**config.mk**
```make
export PLATFORM = sky130hd
export DESIGN_NAME = two_point_crosshair_calibrator
export DESIGN_NICKNAME = d
export VERILOG_FILES = /design/src/sv/tpcc_pkg.sv /design/src/sv/tpcc_div.sv /design/src/sv/two_point_crosshair_calibrator.sv
export SDC_FILE = /design/constraint.sdc
export NUM_CORES = 2
export LEC_CHECK = 0
export ABC_AREA = 1
export BUFFER_PORTS_ARGS = -buffer_cell sky130_fd_sc_hd__buf_2
export CAP_MARGIN = 15
export CORE_ASPECT_RATIO = 0.8
export CORE_MARGIN = 2
export CORE_UTILIZATION = 55
export DETAILED_ROUTE_END_ITERATION = 16
export GPL_ROUTABILITY_DRIVEN = 0
export GPL_TIMING_DRIVEN = 0
export HOLD_SLACK_MARGIN = 0.06
export PLACE_DENSITY = 0.72
export SYNTH_ARGS = -nofsm -noshare
export SYNTH_HDL_FRONTEND = slang
export SYNTH_SLANG_ARGS = --single-unit
export TNS_END_PERCENT = 10
```
**constraint.sdc**
```tcl
create_clock -name clk_i -period 11.55 [get_ports clk_i]
set_input_delay 1.7325 -clock clk_i [delete_from_list [all_inputs] [get_ports clk_i]]
set_output_delay 1.7325 -clock clk_i [all_outputs]
set_load 0.01 [all_outputs]
```
**src/sv/tpcc_pkg.sv**
```systemverilog
// Shared types, constants and helpers for the two-point crosshair calibrator.
// Used by tpcc_div and two_point_crosshair_calibrator; depends on nothing.
`timescale 1ns / 1ps

package tpcc_pkg;

  // Fraction bits of the interpolation weight.
  localparam int FRAC_BITS = 14;

  // Position width and difference width (one extra bit for the sign of a span).
  localparam int XW = 16;
  localparam int DW = XW + 1;

  // Multiplier operand A holds a difference or a clamped weight.
  localparam int MA_W  = (FRAC_BITS + 2 > DW) ? FRAC_BITS + 2 : DW;
  // Product and dividend width; quotient and wide sum widths.
  localparam int NUM_W = MA_W + DW;
  localparam int QUO_W = NUM_W + 1;
  localparam int SUM_W = NUM_W + 2;
  localparam int CNT_W = $clog2(NUM_W + 1);

  // Weight clamp limits: -0.25 and 1.25.
  localparam logic signed [QUO_W-1:0] FRAC_LO = QUO_W'(-(1 << (FRAC_BITS - 2)));
  localparam logic signed [QUO_W-1:0] FRAC_HI =
    QUO_W'((1 << FRAC_BITS) + (1 << (FRAC_BITS - 2)));

  // Half an LSB of the weight, for rounding the weighted span.
  localparam logic [NUM_W-1:0] RND_HALF = NUM_W'(1) << (FRAC_BITS - 1);

  localparam logic signed [SUM_W-1:0] SAT_HI = SUM_W'(32767);
  localparam logic signed [SUM_W-1:0] SAT_LO = SUM_W'(-32768);

  // Register reset values.
  localparam logic signed [XW-1:0] NEAR_Y_RST = XW'(1638);
  localparam logic signed [XW-1:0] FAR_Y_RST  = XW'(-11469);

  // Register index, taken from paddr[2].
  localparam logic REG_NEAR_Y = 1'b0;
  localparam logic REG_FAR_Y  = 1'b1;

  typedef enum logic {
    CMD_CALIBRATE = 1'b0,
    CMD_QUERY     = 1'b1
  } cmd_e;

  typedef enum logic [2:0] {
    ST_IDLE,
    ST_SETUP,
    ST_UPD_START,
    ST_UPD_WAIT,
    ST_FRAC_START,
    ST_FRAC_WAIT,
    ST_ROUND,
    ST_FINISH
  } state_e;

  typedef struct packed {
    logic                    start;
    logic signed [NUM_W-1:0] num;
    logic signed [DW-1:0]    den;
  } div_req_t;

  typedef struct packed {
    logic                    done;
    logic signed [QUO_W-1:0] quot;
  } div_rsp_t;

  function automatic logic signed [XW-1:0] sat16(input logic signed [SUM_W-1:0] v);
    logic signed [XW-1:0] r;
    if (v > SAT_HI) begin
      r = SAT_HI[XW-1:0];
    end else if (v < SAT_LO) begin
      r = SAT_LO[XW-1:0];
    end else begin
      r = v[XW-1:0];
    end
    return r;
  endfunction

endpackage

```
**src/sv/tpcc_div.sv**
```systemverilog
// Signed radix-2 restoring divider, rounding to nearest with ties away from zero.
// Depends on tpcc_pkg for widths and the request/response structs.
`timescale 1ns / 1ps

module tpcc_div (
  input  logic               clk_i,
  input  logic               rst_ni,
  input  tpcc_pkg::div_req_t req_i,
  output tpcc_pkg::div_rsp_t rsp_o
);

  logic                          busy_q;
  logic                          done_q;
  logic [tpcc_pkg::CNT_W-1:0]    cnt_q;
  logic [tpcc_pkg::NUM_W-1:0]    dvd_q;
  logic [tpcc_pkg::XW-1:0]       rem_q;
  logic [tpcc_pkg::XW-1:0]       dsr_q;
  logic                          neg_q;

  logic [tpcc_pkg::NUM_W-1:0]    num_mag;
  logic [tpcc_pkg::DW-1:0]       den_abs;
  logic [tpcc_pkg::XW:0]         shifted;
  logic [tpcc_pkg::XW+1:0]       trial;
  logic                          ge;
  logic [tpcc_pkg::XW-1:0]       rem_d;

  always_comb begin
    num_mag = req_i.num[tpcc_pkg::NUM_W-1] ? -req_i.num : req_i.num;
    den_abs = req_i.den[tpcc_pkg::DW-1] ? -req_i.den : req_i.den;
    shifted = {rem_q, dvd_q[tpcc_pkg::NUM_W-1]};
    trial   = {1'b0, shifted} - {2'b00, dsr_q};
    ge      = ~trial[tpcc_pkg::XW+1];
    rem_d   = ge ? trial[tpcc_pkg::XW-1:0] : shifted[tpcc_pkg::XW-1:0];
  end

  always_ff @(posedge clk_i or negedge rst_ni) begin
    if (!rst_ni) begin
      busy_q <= 1'b0;
      done_q <= 1'b0;
      cnt_q  <= '0;
    end else begin
      done_q <= 1'b0;
      if (req_i.start) begin
        busy_q <= 1'b1;
        cnt_q  <= tpcc_pkg::CNT_W'(tpcc_pkg::NUM_W);
      end else if (busy_q) begin
        cnt_q <= cnt_q - tpcc_pkg::CNT_W'(1);
        if (cnt_q == tpcc_pkg::CNT_W'(1)) begin
          busy_q <= 1'b0;
          done_q <= 1'b1;
        end
      end
    end
  end

  // Bias the dividend by half the divisor, then shift quotient bits in.
  always_ff @(posedge clk_i) begin
    if (req_i.start) begin
      dsr_q <= den_abs[tpcc_pkg::XW-1:0];
      dvd_q <= num_mag + tpcc_pkg::NUM_W'(den_abs[tpcc_pkg::XW-1:1]);
      rem_q <= '0;
      neg_q <= req_i.num[tpcc_pkg::NUM_W-1] ^ req_i.den[tpcc_pkg::DW-1];
    end else if (busy_q) begin
      dvd_q <= {dvd_q[tpcc_pkg::NUM_W-2:0], ge};
      rem_q <= rem_d;
    end
  end

  always_comb begin
    rsp_o.done = done_q;
    rsp_o.quot = neg_q ? -$signed({1'b0, dvd_q}) : $signed({1'b0, dvd_q});
  end

endmodule

```
**src/sv/two_point_crosshair_calibrator.sv**
```systemverilog
// Two-point crosshair calibrator: endpoint state, sequencer, shared multiplier.
// Depends on tpcc_pkg and instantiates the shared divider tpcc_div.
`timescale 1ns / 1ps

// The block holds two crosshair X endpoints, near_x at line near_y and far_x
// at line far_y, all signed Q2.14, both endpoints zero after reset. A query
// word (command 1) returns X at target_y by linear interpolation with the
// weight clamped to -0.25..1.25; a calibrate word (command 0) first moves
// the near endpoint (target strictly above the midpoint of the two lines)
// or else the far endpoint so the line passes through the target, then
// reports X at target_y. Every input word yields exactly one result word
// carrying the interpolated X and both endpoints. One word is in flight at
// a time: in_stall_o stays high from acceptance until the result is loaded
// into the output register, which then waits for out_stall_i independently.
// Each quotient runs through one shared 34-step radix-2 divider: a query
// runs only the weight division, a calibrate the endpoint update division
// and then the weight division (a calibrate with a zero divisor skips its
// update; equal lines skip the weight division). near_y and far_y sit at
// APB byte addresses 0 and 4; write them only while the block is idle.

module two_point_crosshair_calibrator (
  input  logic        clk_i,
  input  logic        rst_ni,
  // input channel
  input  logic        in_valid_i,
  output logic        in_stall_o,
  input  logic        command_i,
  input  logic [15:0] target_x_i,
  input  logic [15:0] target_y_i,
  // result channel
  output logic        out_valid_o,
  input  logic        out_stall_i,
  output logic [15:0] crosshair_x_o,
  output logic [15:0] near_endpoint_o,
  output logic [15:0] far_endpoint_o,
  // configuration port
  input  logic        psel,
  input  logic        penable,
  input  logic        pwrite,
  input  logic [2:0]  paddr,
  input  logic [31:0] pwdata,
  output logic [31:0] prdata,
  output logic        pready
);

  localparam int XW    = tpcc_pkg::XW;
  localparam int DW    = tpcc_pkg::DW;
  localparam int NUM_W = tpcc_pkg::NUM_W;
  localparam int SUM_W = tpcc_pkg::SUM_W;
  localparam int MA_W  = tpcc_pkg::MA_W;
  localparam int QUO_W = tpcc_pkg::QUO_W;

  tpcc_pkg::state_e state_q, state_d;

  // configuration and endpoint state
  logic signed [XW-1:0] near_y_q, far_y_q;
  logic signed [XW-1:0] near_x_q, far_x_q;

  // latched input word and working registers
  tpcc_pkg::cmd_e       cmd_q;
  logic signed [XW-1:0] tx_q, ty_q;
  logic                 side_q;     // high: near endpoint moves
  logic signed [DW-1:0] den_q;
  logic signed [NUM_W-1:0] prod_q;
  logic signed [XW-1:0] res_q;

  // output register
  logic                 out_valid_q;
  logic signed [XW-1:0] out_x_q, out_near_q, out_far_q;

  tpcc_pkg::div_req_t div_req;
  tpcc_pkg::div_rsp_t div_rsp;

  logic in_acc, cfg_wr, out_load;

  // datapath terms
  logic signed [DW-1:0]    span, den_near, y_off, diff_near, diff_far, dx, den_sel;
  logic signed [DW:0]      ysum, two_ty;
  logic                    side;
  logic signed [NUM_W-1:0] frac_num;
  logic signed [SUM_W-1:0] upd_sum;
  logic signed [XW-1:0]    upd_x;
  logic signed [QUO_W-1:0] frac_c;
  logic [NUM_W-1:0]        prod_mag, prod_rnd;
  logic signed [SUM_W-1:0] wsum, interp_sum;
  logic signed [MA_W-1:0]  mul_a;
  logic signed [DW-1:0]    mul_b;
  logic signed [NUM_W-1:0] mul_p;

  assign in_stall_o = (state_q != tpcc_pkg::ST_IDLE);
  assign in_acc     = in_valid_i && !in_stall_o;
  assign out_load   = (state_q == tpcc_pkg::ST_FINISH) && (!out_valid_q || !out_stall_i);

  // ------------------------------------------------------------------
  // APB registers: index from paddr[2], low bits are byte offsets.
  // ------------------------------------------------------------------
  assign pready = 1'b1;
  assign cfg_wr = psel && penable && pwrite && pready;

  always_ff @(posedge clk_i or negedge rst_ni) begin
    if (!rst_ni) begin
      near_y_q <= tpcc_pkg::NEAR_Y_RST;
      far_y_q  <= tpcc_pkg::FAR_Y_RST;
    end else if (cfg_wr) begin
      case (paddr[2])
        tpcc_pkg::REG_NEAR_Y: near_y_q <= pwdata[XW-1:0];
        tpcc_pkg::REG_FAR_Y:  far_y_q  <= pwdata[XW-1:0];
        default: ;
      endcase
    end
  end

  always_comb begin
    case (paddr[2])
      tpcc_pkg::REG_NEAR_Y: prdata = 32'(near_y_q);
      tpcc_pkg::REG_FAR_Y:  prdata = 32'(far_y_q);
      default:              prdata = '0;
    endcase
  end

  // ------------------------------------------------------------------
  // Datapath terms, all from registers.
  // ------------------------------------------------------------------
  always_comb begin
    span      = DW'(far_y_q) - DW'(near_y_q);
    den_near  = DW'(far_y_q) - DW'(ty_q);
    y_off     = DW'(ty_q) - DW'(near_y_q);
    diff_near = DW'(far_x_q) - DW'(tx_q);
    diff_far  = DW'(tx_q) - DW'(near_x_q);
    dx        = DW'(far_x_q) - DW'(near_x_q);
    // Exact midpoint test: 2*y > near_y + far_y.
    ysum      = (DW+1)'(near_y_q) + (DW+1)'(far_y_q);
    two_ty    = (DW+1)'(ty_q) <<< 1;
    side      = two_ty > ysum;
    den_sel   = side ? den_near : y_off;
    frac_num  = NUM_W'(y_off) <<< tpcc_pkg::FRAC_BITS;

    // Endpoint update from the rounded quotient.
    if (side_q) begin
      upd_sum = SUM_W'(far_x_q) - SUM_W'(div_rsp.quot);
    end else begin
      upd_sum = SUM_W'(near_x_q) + SUM_W'(div_rsp.quot);
    end
    upd_x = tpcc_pkg::sat16(upd_sum);

    // Clamp the interpolation weight.
    if (div_rsp.quot < tpcc_pkg::FRAC_LO) begin
      frac_c = tpcc_pkg::FRAC_LO;
    end else if (div_rsp.quot > tpcc_pkg::FRAC_HI) begin
      frac_c = tpcc_pkg::FRAC_HI;
    end else begin
      frac_c = div_rsp.quot;
    end

    // Round the weighted span by FRAC_BITS, ties away from zero.
    prod_mag   = prod_q[NUM_W-1] ? -prod_q : prod_q;
    prod_rnd   = (prod_mag + tpcc_pkg::RND_HALF) >> tpcc_pkg::FRAC_BITS;
    wsum       = prod_q[NUM_W-1] ? -$signed(SUM_W'(prod_rnd)) : $signed(SUM_W'(prod_rnd));
    interp_sum = SUM_W'(near_x_q) + wsum;
  end

  // Shared multiplier: difference times span, or weight times endpoint span.
  always_comb begin
    if (state_q == tpcc_pkg::ST_SETUP) begin
      mul_a = MA_W'(side ? diff_near : diff_far);
      mul_b = span;
    end else begin
      mul_a = $signed(frac_c[MA_W-1:0]);
      mul_b = dx;
    end
    mul_p = mul_a * mul_b;
  end

  // ------------------------------------------------------------------
  // Sequencer
  // ------------------------------------------------------------------
  always_ff @(posedge clk_i or negedge rst_ni) begin
    if (!rst_ni) begin
      state_q <= tpcc_pkg::ST_IDLE;
    end else begin
      state_q <= state_d;
    end
  end

  always_comb begin
    state_d       = state_q;
    div_req.start = 1'b0;
    div_req.num   = prod_q;
    div_req.den   = den_q;
    case (state_q)
      tpcc_pkg::ST_IDLE: begin
        if (in_acc) state_d = tpcc_pkg::ST_SETUP;
      end
      tpcc_pkg::ST_SETUP: begin
        // Skip the update on a query or a zero divisor.
        if (cmd_q == tpcc_pkg::CMD_CALIBRATE && den_sel != '0) begin
          state_d = tpcc_pkg::ST_UPD_START;
        end else begin
          state_d = tpcc_pkg::ST_FRAC_START;
        end
      end
      tpcc_pkg::ST_UPD_START: begin
        div_req.start = 1'b1;
        state_d       = tpcc_pkg::ST_UPD_WAIT;
      end
      tpcc_pkg::ST_UPD_WAIT: begin
        if (div_rsp.done) state_d = tpcc_pkg::ST_FRAC_START;
      end
      tpcc_pkg::ST_FRAC_START: begin
        // No span: the crosshair sits on the near endpoint.
        if (span == '0) begin
          state_d = tpcc_pkg::ST_FINISH;
        end else begin
          div_req.start = 1'b1;
          div_req.num   = frac_num;
          div_req.den   = span;
          state_d       = tpcc_pkg::ST_FRAC_WAIT;
        end
      end
      tpcc_pkg::ST_FRAC_WAIT: begin
        if (div_rsp.done) state_d = tpcc_pkg::ST_ROUND;
      end
      tpcc_pkg::ST_ROUND: begin
        state_d = tpcc_pkg::ST_FINISH;
      end
      tpcc_pkg::ST_FINISH: begin
        if (out_load) state_d = tpcc_pkg::ST_IDLE;
      end
      default: state_d = tpcc_pkg::ST_IDLE;
    endcase
  end

  tpcc_div u_div (
    .clk_i  (clk_i),
    .rst_ni (rst_ni),
    .req_i  (div_req),
    .rsp_o  (div_rsp)
  );

  // Endpoint state: cleared by reset, moved only by a calibrate word.
  always_ff @(posedge clk_i or negedge rst_ni) begin
    if (!rst_ni) begin
      near_x_q <= '0;
      far_x_q  <= '0;
    end else if (state_q == tpcc_pkg::ST_UPD_WAIT && div_rsp.done) begin
      if (side_q) begin
        near_x_q <= upd_x;
      end else begin
        far_x_q <= upd_x;
      end
    end
  end

  // Working registers: payload only, no reset.
  always_ff @(posedge clk_i) begin
    if (in_acc) begin
      cmd_q <= tpcc_pkg::cmd_e'(command_i);
      tx_q  <= target_x_i;
      ty_q  <= target_y_i;
    end
    if (state_q == tpcc_pkg::ST_SETUP) begin
      side_q <= side;
      den_q  <= den_sel;
      prod_q <= mul_p;
    end
    if (state_q == tpcc_pkg::ST_FRAC_WAIT && div_rsp.done) begin
      prod_q <= mul_p;
    end
    if (state_q == tpcc_pkg::ST_FRAC_START && span == '0) begin
      res_q <= near_x_q;
    end
    if (state_q == tpcc_pkg::ST_ROUND) begin
      res_q <= tpcc_pkg::sat16(interp_sum);
    end
  end

  // Output register: load the result word, hold it while stalled.
  always_ff @(posedge clk_i or negedge rst_ni) begin
    if (!rst_ni) begin
      out_valid_q <= 1'b0;
    end else if (out_load) begin
      out_valid_q <= 1'b1;
    end else if (!out_stall_i) begin
      out_valid_q <= 1'b0;
    end
  end

  always_ff @(posedge clk_i) begin
    if (out_load) begin
      out_x_q    <= res_q;
      out_near_q <= near_x_q;
      out_far_q  <= far_x_q;
    end
  end

  assign out_valid_o     = out_valid_q;
  assign crosshair_x_o   = out_x_q;
  assign near_endpoint_o = out_near_q;
  assign far_endpoint_o  = out_far_q;

`ifndef SYNTH
  // The divider answers only while the sequencer waits for it.
  a_div_done_waited: assert property (@(posedge clk_i) disable iff (!rst_ni)
    div_rsp.done |-> (state_q == tpcc_pkg::ST_UPD_WAIT || state_q == tpcc_pkg::ST_FRAC_WAIT))
    else $error("divider result arrived outside a wait state");

  // A query word never reaches the endpoint update.
  a_query_no_update: assert property (@(posedge clk_i) disable iff (!rst_ni)
    (state_q == tpcc_pkg::ST_UPD_START) |-> (cmd_q == tpcc_pkg::CMD_CALIBRATE))
    else $error("endpoint update started for a query word");

  // Endpoints move only at the end of an update division.
  a_endpoint_stable: assert property (@(posedge clk_i) disable iff (!rst_ni)
    !(state_q == tpcc_pkg::ST_UPD_WAIT && div_rsp.done) |=>
      ($stable(near_x_q) && $stable(far_x_q)))
    else $error("endpoint changed outside an update");
`endif

endmodule

```
==> impl_metrics.yaml <==
final_layout:
  reg_top3: "prod_q: 34 flops, u_div.dvd_q: 34 flops, den_q: 17 flops"
  layout_common_cells: "1242 x nand2_1, 940 x inv_1, 427 x nor2_1, 399 x a21oi_1, 353 x ha_1"
  utilization_pct: 60.9
  stdcell_area_mm2: 0.0450
  final_net_count: 6529
  area_growth_pct: 9.46
  drive_above_1_share_pct: 10.1
  final_common_cell: "nand2_1"
  instances_no_fill: 6819
critical_path:
  critPathKind: "reg2reg"
  critPathLaunchType: "register"
  rr_endpoint: "prod_q[33]"
  cp_max_fo: 10
  cp-end-kind: "register"
  path_common_cell: "nand2_1"
  slowest_delay_ns: 0.57
  r2r_cells: 59
  rr_startpoint: "near_y_q[1]"
  worstPathArrival_ns: 11.37
  cp.required_ns: 11.85
  crit_path_start: "near_y_q[1]"
  slowest_stage: "dfstp_2"
  reg2reg_slack_ns: 0.47
die:
  initial_core_util_pct: 55.7
  design.die.area_mm2: 0.0769
  die_w_um: 310
  rows: 89
  die_h_um: 248
  io_pins: 158
  core_area_mm2: 0.0738
min_path:
  min_from: "res_q[5]"
  min_to: "crosshair_x_o[5]"
  hold_class: "reg2reg"
  whs_path_depth: 0
timing:
  worst_pin_slew_ns: 1.27
  fmax_mhz: 90.3
  maxSlewViolCount: 0
  finalCritPeriodShare_pct: 95.9
  setup_slack_ns: 0.475
  hold_ws_ns: 0.419
  slew_headroom_pct: 14.3
  skew_ns: 0.0259
  setup_violations: 0
  setup_tns_ns: 0
  final.min_clock_period_ns: 11.08
  hold_viol_final: 0
placement:
  place_area_mm2: 0.0432
  dpl.hpwl_um: 109000
  dpl_worst_slack_ns: -1.64
  port_buffers: 138
  placed_cells: 6725
clock_network:
  h-tree-depth: 2
  cts_hold_buf: 0
  cts-root-buf: "clkbuf_16"
  cts.clk_slew.worst_paths_ns: 0.06
  cts.path.max_buffers: 3
  cts_tree: "yes"
  numClockSinks: 292
  cts_made_buffers: 34
  clk_latency_ns: 0.58
pwr:
  power_frac_comb_pct: 31.6
  clock_power_share_pct: 34.1
  cellPowerDensity_mw_per_mm2: 77.4
  switching_share_pct: 36.9
  ir_drop_v: 0.000100
  intPower_mw: 2.20
  seqPwrFrac_pct: 34.3
  p_sw_mw: 1.28
  power_mw: 3.48
  power.leakage_nw: 22.7
drt:
  drc: 0
  viasPerCell: 5.74
  route.vias.total: 39200
  drtPass1Iterations: 9
  drtAntennaViolNets: 0
  drt-initial-drc-count: 4470
  routedWlPerCell_um: 19.2
  wirelength_um: 131000
synth:
  yosysUniqueCellTypes: 76
  synth_top_area_cell: "fa_1"
  synthFlopType: "edfxtp_1"
  syn-num-nets: 6318
  netlist.area_leader.share_pct: 15.0
  netlist_instances: 5579
  yosys_warnings: 0
  netlist_area_mm2: 0.0411
  async_flop_share_pct: 26.0
  synthTopCellsByArea: "fa_1 15%, edfxtp_1 15%, nand2_1 11%, ha_1 11%, inv_1 8.6%"
  synth_edf_count: 200
  seq_area_frac_synth_pct: 20.1
  syn_avg_cell_area_um2: 7.37
  ys_seq_elements: 292
global_routing:
  grt-ovfl-total: 0
  antenna_found_initial: 1
  first_global_vias: 35900
  track_usage_pct: 33.6
  grt_pass1_wl_um: 201000
  grt_max_degree: 45
job:
  cap_violations: 0
outcome:
  status: "finished clean"
synthesized netlist by cell type (24+ instances only):
cell type / n
o21ai_0: 314
ha_1: 356
nand4_1: 69
a21oi_1: 406
edfxtp_1: 200
nor2_2: 24
buf_4: 27
xnor2_1: 80
or2_2: 34
o21bai_1: 34
xor2_1: 176
nor2_1: 434
inv_1: 942
nand2_2: 55
nand3_1: 314
dfrtp_1: 61
fa_1: 308
nand2_1: 1252
nor3_1: 49
clkbuf_1: 59
what timing repair did:
| item | in CTS | in global routing |
|---|---|---|
| setup buffers | 9 | 21 |
| pin swaps | 3 | 16 |
| resized for setup | 50 | 45 |
| endpoints found under the setup margin | 20 | 14 |
metal layers:
metal / global-route usage, % / part of all wire, % / vias to the layer above
met3: 8.33 / 12 / 343
li1: - / - / 18500
met1: 47.8 / 42 / 18300
met5: 0 / 0.0099 / -
met4: 13.3 / 4.6 / 2
met2: 48.9 / 42 / 2073
kinds of logic after synthesis:
| kind of cell | after synthesis | share of synthesized area, % |
|---|---|---|
| muxes | 3 | 0.0731 |
| xor gates and xnor gates | 268 | 6.01 |
| AOI/OAI and AO/OA | 927 | 12.7 |
| and+or+nand+nor | 2327 | 24.8 |
| DFF | 292 | 20.1 |
| adders and majority gates | 664 | 25.8 |
| other | 1 | 0.00912 |
| buffers and inverters | 1097 | 10.6 |
worst max-delay path, delay by kind of cell, from the launching register on:
family,cells,cell delay (ns)
AO/OA/AOI/OAI,18,2.38
buffers and inverters,8,1.05
flip-flops,1,0.57
XOR/XNOR,2,0.39
AND/OR/NAND/NOR,22,2.34
adder cells (fa/ha/maj),9,4.07
layout make-up:
type,count,area (µm²)
inverter,970,3650
clock buffer,40,905
sequential,292,8250
antenna,2,5.00
tap,1001,1250
clock inverter,22,307
multi-input combinational,4190,28800
buffer,124,727
timing repair buffer,178,1090
fill,6701,28800
power groups by stage:
stage	registers [mW]	clock network, mW	logic [mW]
after floorplan	1.20	0	0.639
after global placement	1.21	0	0.980
after detailed placement	1.21	0	1.00
after CTS	1.19	1.20	1.04
after global routing	1.20	1.24	1.18
final	1.20	1.19	1.10
worst max-delay path by stage:
stage          slack, ns  depth (start not counted)         end
6_report            0.47                         59  prod_q[33]
5_1_grt            -0.04                         54  prod_q[32]
4_1_cts            -0.03                         52  prod_q[33]
3_5_place_dp       -1.64                         55  prod_q[33]
3_3_place_gp       -1.51                         55  prod_q[33]
2_1_floorplan       1.09                         58  prod_q[33]
Power figures use the tool's default switching activity.
